### src/rtl/otl_pkg.sv
package otl_pkg;

    localparam int ChWidth   = 8;
    localparam int CodeWidth = 6;
    localparam int QDepth    = 3;
    localparam int CntWidth  = $clog2(QDepth + 1);

    // Result kinds.
    typedef enum logic [1:0] {
        KIND_TOKEN  = 2'd0,
        KIND_REJECT = 2'd1,
        KIND_ERROR  = 2'd2
    } t_kind;

    // Pending operator prefix.
    typedef enum logic [4:0] {
        P_NONE   = 5'd0,
        P_LT     = 5'd1,
        P_SHL    = 5'd2,
        P_GT     = 5'd3,
        P_SHR    = 5'd4,
        P_ASSIGN = 5'd5,
        P_NOT    = 5'd6,
        P_AMP    = 5'd7,
        P_BAR    = 5'd8,
        P_CARET  = 5'd9,
        P_STAR   = 5'd10,
        P_SLASH  = 5'd11,
        P_PLUS   = 5'd12,
        P_MINUS  = 5'd13,
        P_PCT    = 5'd14,
        P_DOT    = 5'd15,
        P_DOTDOT = 5'd16,
        P_COLON  = 5'd17
    } t_prefix;

    // Token codes in table order.
    localparam logic [CodeWidth-1:0] T_NONE     = 6'd0;
    localparam logic [CodeWidth-1:0] T_LBRACK   = 6'd1;
    localparam logic [CodeWidth-1:0] T_RBRACK   = 6'd2;
    localparam logic [CodeWidth-1:0] T_LPAREN   = 6'd3;
    localparam logic [CodeWidth-1:0] T_RPAREN   = 6'd4;
    localparam logic [CodeWidth-1:0] T_LBRACE   = 6'd5;
    localparam logic [CodeWidth-1:0] T_RBRACE   = 6'd6;
    localparam logic [CodeWidth-1:0] T_LT       = 6'd7;
    localparam logic [CodeWidth-1:0] T_LE       = 6'd8;
    localparam logic [CodeWidth-1:0] T_SHL      = 6'd9;
    localparam logic [CodeWidth-1:0] T_SHL_EQ   = 6'd10;
    localparam logic [CodeWidth-1:0] T_GT       = 6'd11;
    localparam logic [CodeWidth-1:0] T_GE       = 6'd12;
    localparam logic [CodeWidth-1:0] T_SHR      = 6'd13;
    localparam logic [CodeWidth-1:0] T_SHR_EQ   = 6'd14;
    localparam logic [CodeWidth-1:0] T_ASSIGN   = 6'd15;
    localparam logic [CodeWidth-1:0] T_EQ       = 6'd16;
    localparam logic [CodeWidth-1:0] T_NOT      = 6'd17;
    localparam logic [CodeWidth-1:0] T_NE       = 6'd18;
    localparam logic [CodeWidth-1:0] T_AMP      = 6'd19;
    localparam logic [CodeWidth-1:0] T_AMP_EQ   = 6'd20;
    localparam logic [CodeWidth-1:0] T_LAND     = 6'd21;
    localparam logic [CodeWidth-1:0] T_BAR      = 6'd22;
    localparam logic [CodeWidth-1:0] T_BAR_EQ   = 6'd23;
    localparam logic [CodeWidth-1:0] T_LOR      = 6'd24;
    localparam logic [CodeWidth-1:0] T_CARET    = 6'd25;
    localparam logic [CodeWidth-1:0] T_CARET_EQ = 6'd26;
    localparam logic [CodeWidth-1:0] T_TILDE    = 6'd27;
    localparam logic [CodeWidth-1:0] T_STAR     = 6'd28;
    localparam logic [CodeWidth-1:0] T_POW      = 6'd29;
    localparam logic [CodeWidth-1:0] T_STAR_EQ  = 6'd30;
    localparam logic [CodeWidth-1:0] T_SLASH    = 6'd31;
    localparam logic [CodeWidth-1:0] T_SLASH_EQ = 6'd32;
    localparam logic [CodeWidth-1:0] T_PLUS     = 6'd33;
    localparam logic [CodeWidth-1:0] T_PLUS_EQ  = 6'd34;
    localparam logic [CodeWidth-1:0] T_INC      = 6'd35;
    localparam logic [CodeWidth-1:0] T_MINUS    = 6'd36;
    localparam logic [CodeWidth-1:0] T_MINUS_EQ = 6'd37;
    localparam logic [CodeWidth-1:0] T_DEC      = 6'd38;
    localparam logic [CodeWidth-1:0] T_ARROW    = 6'd39;
    localparam logic [CodeWidth-1:0] T_PCT      = 6'd40;
    localparam logic [CodeWidth-1:0] T_PCT_EQ   = 6'd41;
    localparam logic [CodeWidth-1:0] T_COMMA    = 6'd42;
    localparam logic [CodeWidth-1:0] T_DOT      = 6'd43;
    localparam logic [CodeWidth-1:0] T_ELLIPSIS = 6'd44;
    localparam logic [CodeWidth-1:0] T_COLON    = 6'd45;
    localparam logic [CodeWidth-1:0] T_SCOPE    = 6'd46;
    localparam logic [CodeWidth-1:0] T_SEMI     = 6'd47;
    localparam logic [CodeWidth-1:0] T_QUEST    = 6'd48;
    localparam logic [CodeWidth-1:0] T_PCT_LBR  = 6'd49;
    localparam logic [CodeWidth-1:0] T_PCT_RBR  = 6'd50;
    localparam logic [CodeWidth-1:0] T_PCT_PCT  = 6'd51;

    typedef struct packed {
        t_kind                kind;
        logic [CodeWidth-1:0] code;
        logic                 last;
    } t_res;

    typedef struct packed {
        logic [1:0] count;
        t_res       res0;
        t_res       res1;
        t_prefix    next;
    } t_step;

    typedef struct packed {
        logic                 emit;
        t_kind                kind;
        logic [CodeWidth-1:0] code;
        t_prefix              next;
    } t_begin;

    // Token emitted when a prefix closes without being extended.
    function automatic logic [CodeWidth-1:0] flush_code(input t_prefix p);
        logic [CodeWidth-1:0] code;
        case (p)
            P_LT:     code = T_LT;
            P_SHL:    code = T_SHL;
            P_GT:     code = T_GT;
            P_SHR:    code = T_SHR;
            P_ASSIGN: code = T_ASSIGN;
            P_NOT:    code = T_NOT;
            P_AMP:    code = T_AMP;
            P_BAR:    code = T_BAR;
            P_CARET:  code = T_CARET;
            P_STAR:   code = T_STAR;
            P_SLASH:  code = T_SLASH;
            P_PLUS:   code = T_PLUS;
            P_MINUS:  code = T_MINUS;
            P_PCT:    code = T_PCT;
            P_DOT:    code = T_DOT;
            P_COLON:  code = T_COLON;
            default:  code = T_NONE;
        endcase
        return code;
    endfunction

    // A character met with nothing pending.
    function automatic t_begin start_char(input logic [ChWidth-1:0] c);
        t_begin b;
        b.code = T_NONE;
        b.next = P_NONE;
        case (c)
            "[":     b.code = T_LBRACK;
            "]":     b.code = T_RBRACK;
            "(":     b.code = T_LPAREN;
            ")":     b.code = T_RPAREN;
            "{":     b.code = T_LBRACE;
            "}":     b.code = T_RBRACE;
            "~":     b.code = T_TILDE;
            ",":     b.code = T_COMMA;
            ";":     b.code = T_SEMI;
            "?":     b.code = T_QUEST;
            "<":     b.next = P_LT;
            ">":     b.next = P_GT;
            "=":     b.next = P_ASSIGN;
            "!":     b.next = P_NOT;
            "&":     b.next = P_AMP;
            "|":     b.next = P_BAR;
            "^":     b.next = P_CARET;
            "*":     b.next = P_STAR;
            "/":     b.next = P_SLASH;
            "+":     b.next = P_PLUS;
            "-":     b.next = P_MINUS;
            "%":     b.next = P_PCT;
            ".":     b.next = P_DOT;
            ":":     b.next = P_COLON;
            default: b.next = P_NONE;
        endcase
        b.emit = (b.code != T_NONE) || (b.next == P_NONE);
        b.kind = (b.code != T_NONE) ? KIND_TOKEN : KIND_REJECT;
        return b;
    endfunction

    // One character (or end of text) against the pending prefix.
    function automatic t_step lex_step(input t_prefix p, input logic [ChWidth-1:0] c,
                                       input logic eot);
        t_step                s;
        t_begin               b;
        logic                 take;
        logic                 reject;
        logic                 drop;
        logic [CodeWidth-1:0] code;
        t_prefix              np;
        take   = 1'b0;
        reject = 1'b0;
        drop   = 1'b0;
        code   = T_NONE;
        np     = P_NONE;
        b      = start_char(c);
        s      = '0;
        s.next = P_NONE;

        case (p)
            P_LT: begin
                if (c == "<") begin np = P_SHL; take = 1'b1; end
                else if (c == "=") begin code = T_LE; take = 1'b1; end
            end
            P_SHL:    if (c == "=") begin code = T_SHL_EQ; take = 1'b1; end
            P_GT: begin
                if (c == ">") begin np = P_SHR; take = 1'b1; end
                else if (c == "=") begin code = T_GE; take = 1'b1; end
            end
            P_SHR:    if (c == "=") begin code = T_SHR_EQ; take = 1'b1; end
            P_ASSIGN: if (c == "=") begin code = T_EQ; take = 1'b1; end
            P_NOT:    if (c == "=") begin code = T_NE; take = 1'b1; end
            P_CARET:  if (c == "=") begin code = T_CARET_EQ; take = 1'b1; end
            P_AMP: begin
                if (c == "&") begin code = T_LAND; take = 1'b1; end
                else if (c == "=") begin code = T_AMP_EQ; take = 1'b1; end
            end
            P_BAR: begin
                if (c == "|") begin code = T_LOR; take = 1'b1; end
                else if (c == "=") begin code = T_BAR_EQ; take = 1'b1; end
            end
            P_STAR: begin
                if (c == "*") begin code = T_POW; take = 1'b1; end
                else if (c == "=") begin code = T_STAR_EQ; take = 1'b1; end
            end
            P_SLASH: begin
                if (c == "=") begin code = T_SLASH_EQ; take = 1'b1; end
                else if (c == "/" || c == "*") reject = 1'b1;
            end
            P_PLUS: begin
                if (c == "+") begin code = T_INC; take = 1'b1; end
                else if (c == "=") begin code = T_PLUS_EQ; take = 1'b1; end
            end
            P_MINUS: begin
                if (c == "-") begin code = T_DEC; take = 1'b1; end
                else if (c == "=") begin code = T_MINUS_EQ; take = 1'b1; end
                else if (c == ">") begin code = T_ARROW; take = 1'b1; end
            end
            P_PCT: begin
                if (c == "=") begin code = T_PCT_EQ; take = 1'b1; end
                else if (c == "{") begin code = T_PCT_LBR; take = 1'b1; end
                else if (c == "}") begin code = T_PCT_RBR; take = 1'b1; end
                else if (c == "%") begin code = T_PCT_PCT; take = 1'b1; end
            end
            P_DOT: begin
                if (c == ".") begin np = P_DOTDOT; take = 1'b1; end
                else if (c inside {["0":"9"]}) reject = 1'b1;
            end
            P_DOTDOT: begin
                if (c == ".") begin code = T_ELLIPSIS; take = 1'b1; end
                else drop = 1'b1;
            end
            P_COLON:  if (c == ":") begin code = T_SCOPE; take = 1'b1; end
            default:  take = 1'b0;
        endcase

        if (eot) begin
            // Flush whatever is pending; a lone pair of periods is an error.
            if (p == P_DOTDOT) begin
                s.count = 2'd1;
                s.res0  = '{kind: KIND_ERROR, code: T_NONE, last: 1'b1};
            end else if (p != P_NONE) begin
                s.count = 2'd1;
                s.res0  = '{kind: KIND_TOKEN, code: flush_code(p), last: 1'b1};
            end
        end else if (take) begin
            s.next = np;
            if (code != T_NONE) begin
                s.count = 2'd1;
                s.res0  = '{kind: KIND_TOKEN, code: code, last: 1'b1};
            end
        end else if (drop) begin
            s.count = 2'd1;
            s.res0  = '{kind: KIND_ERROR, code: T_NONE, last: 1'b1};
        end else begin
            // The pending prefix closes (as a reject or as its own token) and
            // the character then starts afresh.
            s.next = b.next;
            if (reject || p != P_NONE) begin
                s.res0.kind = reject ? KIND_REJECT : KIND_TOKEN;
                s.res0.code = reject ? T_NONE : flush_code(p);
                s.res0.last = !b.emit;
                s.res1      = '{kind: b.kind, code: b.code, last: 1'b1};
                s.count     = b.emit ? 2'd2 : 2'd1;
            end else if (b.emit) begin
                s.count = 2'd1;
                s.res0  = '{kind: b.kind, code: b.code, last: 1'b1};
            end
        end
        return s;
    endfunction

endpackage

### src/rtl/operator_token_lexer.sv
// Operator lexer: one text character per input beat, longest-match C operators.
// The results of an accepted beat are registered in the result queue, whose head
// drives the master side. Throughput: one character per cycle while the master
// side keeps pace; a character that yields two results holds the next beat off,
// set by the single output port. Reset (i_rst_n low at a clock edge) empties the
// result queue and clears the pending prefix.
module operator_token_lexer (
    input  logic       i_clk,
    input  logic       i_rst_n,
    // Slave side: one character per beat.
    input  logic       s_tvalid,
    output logic       s_tready,
    input  logic [7:0] s_tdata,   // [7:0] ch
    input  logic       s_tuser,   // [0] end_of_text
    // Master side: one result per beat.
    output logic       m_tvalid,
    input  logic       m_tready,
    output logic [7:0] m_tdata,   // [1:0] kind, [7:2] token_code
    output logic       m_tlast    // last result caused by the character
);

    import otl_pkg::*;

    // The pending prefix is the only lexer state. All the work for a beat is
    // done by lex_step in one pass; its results, up to two, go straight into a
    // small result queue whose head drives the master side.
    t_prefix           r_prefix;
    t_prefix           n_prefix;
    t_res              r_q [QDepth];
    t_res              n_q [QDepth];
    logic [CntWidth-1:0] r_count;
    logic [CntWidth-1:0] n_count;
    logic [CntWidth-1:0] base;
    t_step             step;
    logic              push;
    logic              pop;

    // Three entries: with at most one waiting, a beat that gives two results
    // still fits, so ready depends on registered state only; one beat per cycle
    // flows while the downstream side keeps pace and no beat gives two results.
    assign s_tready = (r_count <= CntWidth'(1));
    assign push     = s_tvalid && s_tready;
    assign pop      = m_tvalid && m_tready;

    assign m_tvalid = (r_count != '0);
    assign m_tdata  = {r_q[0].code, r_q[0].kind};
    assign m_tlast  = r_q[0].last;

    assign step = lex_step(r_prefix, s_tdata, s_tuser);
    assign base = r_count - CntWidth'(pop);

    always_comb begin
        n_prefix = push ? step.next : r_prefix;
        n_count  = base + (push ? CntWidth'(step.count) : '0);
        for (int i = 0; i < QDepth; i++) begin
            // Shift the queue down as the head leaves, then append new results.
            if (pop && i < QDepth - 1) begin
                n_q[i] = r_q[i + 1];
            end else begin
                n_q[i] = r_q[i];
            end
            if (push && step.count != 2'd0 && CntWidth'(i) == base) begin
                n_q[i] = step.res0;
            end
            if (push && step.count == 2'd2 && CntWidth'(i) == base + CntWidth'(1)) begin
                n_q[i] = step.res1;
            end
        end
    end

    always_ff @(posedge i_clk) begin
        if (!i_rst_n) begin
            r_prefix <= P_NONE;
            r_count  <= '0;
        end else begin
            r_prefix <= n_prefix;
            r_count  <= n_count;
        end
    end

    // Queue payload needs no reset; the count says which entries hold data.
    always_ff @(posedge i_clk) begin
        for (int i = 0; i < QDepth; i++) begin
            r_q[i] <= n_q[i];
        end
    end

endmodule

### config.mk
export PLATFORM = sky130hd
export DESIGN_NAME = operator_token_lexer
export DESIGN_NICKNAME = d
export VERILOG_FILES = /design/src/rtl/otl_pkg.sv /design/src/rtl/operator_token_lexer.sv
export SDC_FILE = /design/constraint.sdc
export NUM_CORES = 1
export LEC_CHECK = 0
export BUFFER_PORTS_ARGS = -buffer_cell sky130_fd_sc_hd__buf_4
export CORE_ASPECT_RATIO = 0.6
export CORE_MARGIN = 1
export CORE_UTILIZATION = 25
export DETAILED_ROUTE_END_ITERATION = 8
export SLEW_MARGIN = 20
export SYNTH_ARGS = -nofsm -noshare
export SYNTH_HDL_FRONTEND = slang
export SYNTH_SLANG_ARGS = --single-unit
### constraint.sdc
create_clock -name i_clk -period 4.14 [get_ports i_clk]
set_clock_uncertainty 0.05 [all_clocks]
set_input_delay 1.035 -clock i_clk [delete_from_list [all_inputs] [get_ports i_clk]]
set_output_delay 1.035 -clock i_clk [all_outputs]
set_load 0.02 [all_outputs]
* Yosys cells after proc, flatten, opt, wreduce, memory -nomap -nowiden
Memory sizes are Yosys's and may differ from the RTL's. A register that Yosys moved wholly into a read port is not among the register bits.
Cells that the tools add are included.
** Operators by class
- Add/subtract/negate cells :: 3
- Order comparisons :: 3
- Equal/unequal tests :: 46
- Mux-type cells :: 88
- Reduce and logical (&&, ||, !) cells :: 25
** Operator list (count)
- 8-bit by 6-bit == test with 1-bit output, second input constant :: 17
- 6-bit case mux with 16 select lines :: 1
- 6-bit two-way mux :: 13
- 5-bit two-way mux :: 15
- 9-bit two-way mux :: 8
- 5-bit case mux with 14 select lines :: 1
- 6-bit case mux with 10 select lines :: 1
- 8-bit by 7-bit == test with 1-bit output, second input constant :: 7
- 11-bit two-way mux :: 4
- 5-bit by 4-bit == test with 1-bit output, second input constant :: 8
- 10-bit two-way mux :: 4
- 13-bit two-way mux :: 2
- 1-bit two-way mux :: 24
- 4-bit two-way mux :: 6
- 5-bit by 3-bit == test with 1-bit output, second input constant :: 4
- 8-bit two-way mux :: 2
- 5-bit case mux with 3 select lines :: 1
- 6-bit nonzero test :: 2
- 1-bit logical AND :: 11
- 1-bit case mux with 11 select lines :: 1
- 5-bit by 2-bit == test with 1-bit output, second input constant :: 2
- 5-bit == test, second input constant :: 2
- 8-bit by 6-bit greater-or-equal comparator with 1-bit output, second input constant :: 1
- 8-bit by 6-bit <= comparator with 1-bit output, second input constant :: 1
- 19 further kinds :: 27
** Word-level totals
- Flip-flop bits (word level) :: 7
- Bits in writable memories :: 27
- Memory bits (read-only) :: 384
- Bits of input ports :: 13
- Output and inout port bits :: 11
- Memories :: 3
** Memory list
- (no name shown) :: depth 32, width 6, rd ports 1, clocked after Yosys merged registers in 1, wr ports 0, RTL line otl_pkg.sv:114 : case (p)
- (no name shown) :: depth 32, width 6, rd ports 1, clocked after Yosys merged registers in 1, wr ports 0, RTL line otl_pkg.sv:114
- r_q :: depth 3, width 9, rd ports 3, clocked after Yosys merged registers in 0, wr ports 3, RTL line operator_token_lexer.sv:29 : t_res r_q [QDepth];

* Logic depth before layout (Yosys ltp)
Gate-level depths: netlist of run 1.
- Word-level depth :: 15
- Mapped depth :: 18
- Mapped depth without buffers :: 15

* Worst setup path after synthesis of run 1
No wires, ideal clock.
- Kind :: input -> register
- Start :: in s_tdata[1]
- End :: mem r_q[0][18] (netlist name), enable pin
- Library setup time :: 329 ps
- Arrival time :: 4025 ps
- Required time :: 3761 ps
- Setup slack :: -263 ps
- Stages on the path :: 16
- Buffers on the path :: 4
- Cells stage by stage :: clkbuf_2 -> clkbuf_1 -> clkbuf_1 -> nor2b_1 -> nor3b_1 -> o21ai_0 -> o211ai_1 -> a21oi_1 -> ha_1 -> nor2_1 -> a31oi_1 -> o31a_1 -> a21oi_1 -> or3_1 -> buf_2 -> nand2_1
** RTL lines
- from (decl) :: RTL line operator_token_lexer.sv:13 : input logic [7:0] s_tdata,
- to (decl) :: RTL line operator_token_lexer.sv:29

==> results.json, run 1 <==
{
  "drv_slew": 0,
  "synth_seq_area_share_pct": 27.8,
  "ys_seq_elements": 40,
  "p_per_area_mw_per_mm2": 342,
  "placed_cell_area_mm2": 0.00437,
  "grt-ovfl-total": 0,
  "cp.arrival_ps": 4030,
  "numClockSinks": 40,
  "core_mm2": 0.0145,
  "final_util_pct": 31.2,
  "required_ps": 4130,
  "peakVddDrop_mv": 0.253,
  "die_area_mm2": 0.0155,
  "hold_violations": 0,
  "r2r_cells": 11,
  "rsz0062_at_grt": "no",
  "nNetsFinal": 527,
  "via_count": 3895,
  "worstSkewPairLatency_ps": 280,
  "initial_core_util_pct": 25.7,
  "cp-end-kind": "flip-flop",
  "postCtsSetupRepairBufs": 0,
  "ys_warn_count": 0,
  "cts_made_buffers": 5,
  "core.rowCount": 34,
  "holdBufCountCts": 0,
  "crit_path_start_kind": "input port",
  "hold-path-cell-count": 2,
  "cts_resized": 0,
  "path_max_fanout": 10,
  "ios": 24,
  "drt_iter0_markers": 452,
  "cts_tree": "built",
  "tightest_slew_ps": 825,
  "finalCritPeriodShare_pct": 97.5,
  "syn_area_per_cell_um2": 8.07,
  "synth_edf_count": 24,
  "leakage_nw": 1.70,
  "power_mw": 1.55,
  "synth_nets": 483,
  "grt_start_max_net_pins": 24,
  "postRouteAntennaNets": 0,
  "synthesis.area_mm2": 0.00374,
  "synth_cell_type_count": 83,
  "vias_per_cell": 5.51,
  "die_h_um": 96.8,
  "cap_violations": 0,
  "drt_first_pass_iters": 5,
  "antenna_cells": 0,
  "dp_hpwl_um": 9770,
  "grt_usage_pct": 16.0,
  "postSynthCellCount": 464,
  "hold_path.class": "flip-flop to flip-flop",
  "htreeDepth": 2,
  "synthArstFlopShare_pct": 0,
  "setup_viol_count_final": 0,
  "die_w_um": 160,
  "critPathKind": "input port to flip-flop",
  "clk_path_buf_depth": 2,
  "cts_root_buffer": "clkbuf_16",
  "fin_area_mm2": 0.00453,
  "routed_wl_um": 12300,
  "drive_gt1_share_pct": 23.2,
  "antenna_found_initial": 0,
  "period_needed_ps": 4040,
  "hold_slack_ps": 456,
  "maxSlewHeadroom_pct": 44.7,
  "grt_pass1_wl_um": 19700,
  "status": "completed",
  "wl_per_cell_um": 17.5,
  "dominantRegCellSynth": "edfxtp_1",
  "place_congestion": 1.00,
  "grt_pass1_vias": 3506,
  "area_delta_synth_final_pct": 21.1,
  "route.detailed.drc": 0,
  "fmax_mhz": 248,
  "io_buffers": 23,
  "path_clk_slew_ps": 70
}
Yosys cell counts (all sizes together), types with 7 or more instances:
library cell  instances  share of area [%]
o21ai                21                2.8
nor2b                 9                1.5
and3                  7                1.2
edfxtp               24                 19
inv                  25                2.5
nor3                 18                2.8
buf                  25                4.6
nand3                13                1.7
o31a                  8                1.9
and2                 12                2.1
a22oi                 8                1.6
nor2                 35                3.6
o22ai                11                2.5
dfxtp                16                8.6
a21oi                30                4.0
clkbuf               17                1.7
nand2                40                4.1
or2                   7                1.2
a211oi               10                2.0
nor4                 13                2.9
cell usage in the layout, fill, tap and decap left out, drive strengths merged, types with 16 or more instances in the layout:
| master | instances |
|---|---|
| o21ai | 21 |
| edfxtp | 24 |
| nand2 | 40 |
| inv | 25 |
| buf | 79 |
| dfxtp | 16 |
| a21oi | 30 |
| nor2 | 35 |
| nor3 | 18 |
critical path: stages:
cell,delay (ps)
buf_4,140
nand4b_1,350
buf_4,260
nand2b_1,150
a21oi_1,360
a31oi_1,260
and2_4,260
o31a_1,350
o21a_4,260
nor2_2,290
nand2_1,120
buf_4,170
power breakdown:
group	switching (mW)	total [mW]	internal [mW]
clock	0.159	0.442	0.283
sequential	0.0214	0.543	0.521
combinational	0.328	0.565	0.237
cell families (layout without fill, tap and decap cells):
group	after synthesis	in the layout	synth area share [%]
buffers and inverters	67	112	8.89
adders and majority gates	6	6	2.00
and+or+nand+nor	202	202	32.3
DFF	40	40	27.8
xor gates and xnor gates	7	7	1.64
AOI/OAI and AO/OA	138	138	26.3
muxes	4	4	1.07
final timing paths:
kind                from         end  slack [ps]
max           s_tdata[7]   r_q[0][4]         100
min           r_q[0][26]  r_q[0][26]         460
max reg2reg  r_prefix[0]   flip-flop         300
min reg2reg   r_q[0][26]  r_q[0][26]         460
through the flow:
| stage | TNS, ps | worst slack [ps] | cells |
|---|---|---|---|
| after floorplan | 0 | 28.1 | 464 |
| after global placement | 0 | 3.08 | 699 |
| after detailed placement | -4.36 | -4.36 | 699 |
| after CTS | 0 | 277 | 707 |
| after global routing | 0 | 78.7 | 707 |
| final | 0 | 104 | 707 |
per-layer routing:
layer | GRT usage, % | wire length [um] | vias to the layer above
li1 | - | - | 1829
met1 | 25.5 | 6240 | 1871
met2 | 21.3 | 4710 | 193
met3 | 4.33 | 1370 | 2
met4 | 1.32 | 31 | 0
met5 | 0 | 0 | -
area by class of cell:
| type | instances | area [um2] |
|---|---|---|
| Fill cell | 1519 | 10000 |
| Clock inverter | 3 | 42.5 |
| Sequential cell | 40 | 1040 |
| Inverter | 25 | 93.8 |
| Clock buffer | 5 | 125 |
| Tap cell | 198 | 248 |
| Multi-Input combinational cell | 357 | 2380 |
| Timing Repair Buffer | 79 | 606 |
(Power assumes the default switching activity.)
==> run 2: changes to the inputs <==
Settings changed: CELL_PAD_IN_SITES_DETAIL_PLACEMENT set to 1, CELL_PAD_IN_SITES_GLOBAL_PLACEMENT set to 2, PLACE_DENSITY_LB_ADDON set to 0.1.
==> run 2 against run 1 <==
Compared with the run above:
- sequential share of layout area shrank 2.0 points
- final cell count grew 8.1%
- flip-flop and latch count is the same
- worst hold slack lost 35 ps
- critical path depth shrank 1
- via count grew 5.9%
- wire length grew 26%
- die area is the same
- power grew 4.0%
- cell area grew 9.7%
- non-clock buffer count grew 57
- global-route usage grew 4.7 points
- largest cell class unchanged
==> results.json, run 2 (synthesis gave the netlist of run 1 again) <==
{
  "htreeDepth": 2,
  "p_comb_share_pct": 37.7,
  "ios": 24,
  "drive_gt1_share_pct": 31.4,
  "path_max_fanout": 11,
  "peakVddDrop_mv": 0.163,
  "cts_tree": "built",
  "area_delta_synth_final_pct": 32.8,
  "hold_path.class": "flip-flop to flip-flop",
  "critPathKind": "input port to flip-flop",
  "antenna_found_initial": 0,
  "fill_cells": 1769,
  "final_cell_mix": "136 x buf_4, 38 x nand2_1, 34 x nor2_1",
  "hp-start": "r_q[0][26]",
  "dp_hpwl_um": 12600,
  "setup_viol_count_final": 0,
  "cts_made_buffers": 5,
  "core.rowCount": 34,
  "status": "completed",
  "postRouteAntennaNets": 0,
  "r2r-start": "r_prefix[3]",
  "crit_path_start_kind": "input port",
  "initial_core_util_pct": 25.7,
  "hold_violations": 0,
  "fmax_mhz": 251,
  "worstSkewPairLatency_ps": 290,
  "drt_first_pass_iters": 4,
  "die_area_mm2": 0.0155,
  "leakage_nw": 1.98,
  "period_needed_ps": 3990,
  "path_clk_slew_ps": 60,
  "via_count": 4125,
  "place_congestion": 0.852,
  "clockPowerShare_pct": 28.5,
  "finalCritPeriodShare_pct": 96.3,
  "hold_slack_ps": 421,
  "drt_iter0_markers": 286,
  "routed_wl_um": 15500,
  "intPower_mw": 1.07,
  "placed_cell_area_mm2": 0.00478,
  "io_buffers": 23,
  "clk_path_buf_depth": 2,
  "cts_root_buffer": "clkbuf_16",
  "route.detailed.drc": 0,
  "pwr-share-seq_pct": 33.8,
  "vias_per_cell": 5.40,
  "maxSlewHeadroom_pct": 49.6,
  "switchingPower_uw": 536,
  "grt_start_max_net_pins": 20,
  "worstSetupStartpoint": "s_tdata[4]",
  "numClockSinks": 40,
  "required_ps": 4150,
  "drv_slew": 0,
  "die_h_um": 96.8,
  "p_per_area_mw_per_mm2": 324,
  "holdBufCountCts": 0,
  "final_util_pct": 34.2,
  "grt-ovfl-total": 0,
  "cp-end-kind": "flip-flop",
  "core_mm2": 0.0145,
  "antenna_cells": 0,
  "tightest_slew_ps": 755,
  "switching_share_pct": 33.3,
  "grt_usage_pct": 20.7,
  "cp.arrival_ps": 3990,
  "die_w_um": 160,
  "cap_violations": 0,
  "grt_pass1_wl_um": 24600,
  "hold-path-cell-count": 2,
  "power_mw": 1.61,
  "rsz0062_at_grt": "no",
  "final_common_cell": "buf_4",
  "fin_area_mm2": 0.00497,
  "wl_per_cell_um": 20.3,
  "grt_pass1_vias": 4082,
  "r2r_cells": 11,
  "nNetsFinal": 584
}
==> run 2: cell count changes in the layout (fill, tap and decap cells not counted), sizes merged <==
cell,delta
clkinv,-2
buf,+57
bufinv,-1
clkbuf,+3
==> run 2: stage by stage <==
stage	std cells	setup slack, ps	setup TNS (ps)
after CTS	764	126	0
after floorplan	464	28.1	0
after global placement	756	-168	-3390
after global routing	764	34.7	0
final	764	154	0
after detailed placement	756	-155	-3250
==> run 2: metal layers <==
layer | vias up | part of all wire, % | GRT usage (%) | wire (um)
met3 | 7 | 6.4 | 3.95 | 989
met5 | - | 0 | 0 | 0
met1 | 2061 | 57 | 35.1 | 8820
met2 | 105 | 36 | 25.8 | 5630
met4 | 0 | 0.55 | 2.71 | 85
li1 | 1952 | - | - | -
==> run 2: final timing paths <==
check | endpoint | slack (ps)
worst max-delay path | r_q[0][15] | 150
worst min-delay path | r_q[0][26] | 420
worst max register to register | r_q[0][15] | 440
worst min register to register | r_q[0][26] | 420
==> run 2: cell type report <==
type / count / area [um2] / share of cell area [%]
Tap cell: 198 / 248 / 4.98
Multi-Input combinational cell: 357 / 2390 / 48.1
Timing Repair Buffer: 136 / 1020 / 20.5
Sequential cell: 40 / 1040 / 20.9
Inverter: 25 / 93.8 / 1.89
Clock buffer: 8 / 178 / 3.57
==> run 2: critical path, stage by stage <==
cell and delay [ps]:
buf_4 160, or4b_4 610, nor4_2 480, or3_4 230, nor4bb_4 50, and2_4 160
o31a_1 320, o21ba_2 240, nor2_1 360, nand2_1 160, buf_4 190
==> run 2: repair_timing <==
item	in CTS	in global routing
setup endpoints to repair	0	28
gates resized for setup	0	2
buffers inserted	0	0
==> run 2: power groups by stage <==
| stage | sequential [mW] | combinational, mW | clock (mW) |
|---|---|---|---|
| floorplan | 0.548 | 0.393 | 0 |
| global placement | 0.551 | 0.595 | 0 |
| detailed placement | 0.554 | 0.604 | 0 |
| CTS | 0.545 | 0.608 | 0.471 |
| global route | 0.551 | 0.663 | 0.485 |
| finish | 0.544 | 0.608 | 0.459 |
==> run 3: changes to the inputs <==
Settings changed: CAP_MARGIN set to 40, CELL_PAD_IN_SITES_GLOBAL_PLACEMENT 2 to 1, HOLD_SLACK_MARGIN set to 0.05.
==> run 3 against run 2 <==
Compared with the run above:
- non-clock buffer count down 20
- via count fell by 3.8%
- worst setup slack got worse by 77 ps
- largest cell class unchanged
==> results.json, run 3 (synthesis gave the netlist of run 1 again) <==
{
  "power_mw": 1.56,
  "postCtsSetupRepairBufs": 0,
  "initial_core_util_pct": 25.7,
  "hold_path.class": "flip-flop to flip-flop",
  "worstHoldEndpoint": "r_q[0][26]",
  "reg2reg_to": "r_q[0][14]",
  "r2r-start": "r_prefix[0]",
  "r2r_slack_ps": 360,
  "ios": 24,
  "cap_violations": 0,
  "final_common_cell": "buf_4",
  "grt_start_max_net_pins": 22,
  "routed_wl_um": 14900,
  "drv_slew": 0,
  "status": "completed",
  "crit_path_start_kind": "input port",
  "core_mm2": 0.0145,
  "dp_hpwl_um": 12300,
  "hold-path-cell-count": 2,
  "period_needed_ps": 4060,
  "tightest_slew_ps": 617,
  "cp.arrival_ps": 4080,
  "die_h_um": 96.8,
  "die_w_um": 160,
  "path_max_fanout": 14,
  "grt_usage_pct": 19.7,
  "setup_viol_count_final": 0,
  "via_count": 3968,
  "htreeDepth": 2,
  "maxSlewHeadroom_pct": 58.3,
  "critPathKind": "input port to flip-flop",
  "cts_made_buffers": 5,
  "postRouteAntennaNets": 0,
  "nNetsFinal": 564,
  "grt_pass1_vias": 3999,
  "setup-tns-final_ps": 0,
  "leakage_nw": 1.88,
  "clk_path_buf_depth": 2,
  "area_delta_synth_final_pct": 28.8,
  "cts_root_buffer": "clkbuf_16",
  "drive_gt1_share_pct": 29.1,
  "cts_tree": "built",
  "hold_violations": 0,
  "worstSkewPairLatency_ps": 290,
  "fmax_mhz": 246,
  "drt_iter0_markers": 341,
  "finalCritPeriodShare_pct": 98.1,
  "cp-end-kind": "flip-flop",
  "vias_per_cell": 5.33,
  "wl_per_cell_um": 20.1,
  "numClockSinks": 40,
  "io_buffers": 23,
  "place_congestion": 0.929,
  "grt-ovfl-total": 0,
  "p_per_area_mw_per_mm2": 323,
  "path_clk_slew_ps": 60,
  "drt_first_pass_iters": 5,
  "final_cell_mix": "115 x buf_4, 38 x nand2_1, 33 x nor2_1",
  "hp-start": "r_q[0][26]",
  "required_ps": 4150,
  "fin_area_mm2": 0.00482,
  "die_area_mm2": 0.0155,
  "peakVddDrop_mv": 0.163,
  "hold_slack_ps": 437,
  "fill_cells": 1748,
  "core.rowCount": 34,
  "placed_cell_area_mm2": 0.00464,
  "antenna_found_initial": 0,
  "r2r_cells": 10,
  "grt_pass1_wl_um": 23500,
  "route.detailed.drc": 0
}
## run 3: worst max-delay path, stage by stage
cell,delay (ps)
buf_4,140
buf_4,190
nor4bb_1,570
nor4b_2,440
nor3_1,100
nor4bb_4,190
and2_4,160
o31a_1,300
buf_4,160
o21ba_2,240
buf_4,170
a221oi_1,390
## run 3: power by group
part	switching (mW)	total, mW	leakage [nW]	internal, mW
clock network	0.160	0.419	0.0823	0.259
logic	0.345	0.598	1.44	0.253
registers	0.0203	0.541	0.356	0.521
## run 3: worst max path at each step
stage | endpoint | from | slack, ps
finish | r_q[0][14] | s_tdata[1] | 80
global route | r_count[1] | s_tdata[1] | -50
CTS | r_q[0][13] | s_tdata[1] | 110
detailed placement | r_q[0][12] | s_tdata[1] | -180
global placement | r_q[0][14] | s_tdata[1] | -310
floorplan | r_q[0][18] | s_tdata[1] | 30
## run 3: per-stage QoR
stage               worst slack, ps  utilization (%)  instances
floorplan                      28.1                -        464
global placement               -311             31.9        736
detailed placement             -184             31.9        736
CTS                             107             33.0        744
global route                  -51.1             33.1        744
finish                         77.4             33.2        745
## run 3: metal layers
layer / GRT usage, % / vias up / share of wire [%]
met5: 0 / - / 0
met2: 25.2 / 111 / 36
met3: 6.35 / 7 / 8.1
li1: - / 1905 / -
met1: 31.6 / 1945 / 55
met4: 2.27 / 0 / 0.40
## run 3: layout make-up
| cell class | count | area (um2) | share of cell area, % |
|---|---|---|---|
| inverter | 25 | 93.8 | 1.95 |
| antenna | 1 | 2.50 | 0.0519 |
| sequential | 40 | 1040 | 21.6 |
| clock inverter | 2 | 11.3 | 0.233 |
| tap | 198 | 248 | 5.14 |
| clock buffer | 6 | 150 | 3.11 |
| timing repair buffer | 116 | 883 | 18.3 |
| multi-input combinational | 357 | 2390 | 49.6 |
## run 3: repair_timing
action | 4_1_cts | 5_1_grt
hold buffers | 0 | 0
setup endpoints to repair | 0 | 13
resized for setup | 0 | 3
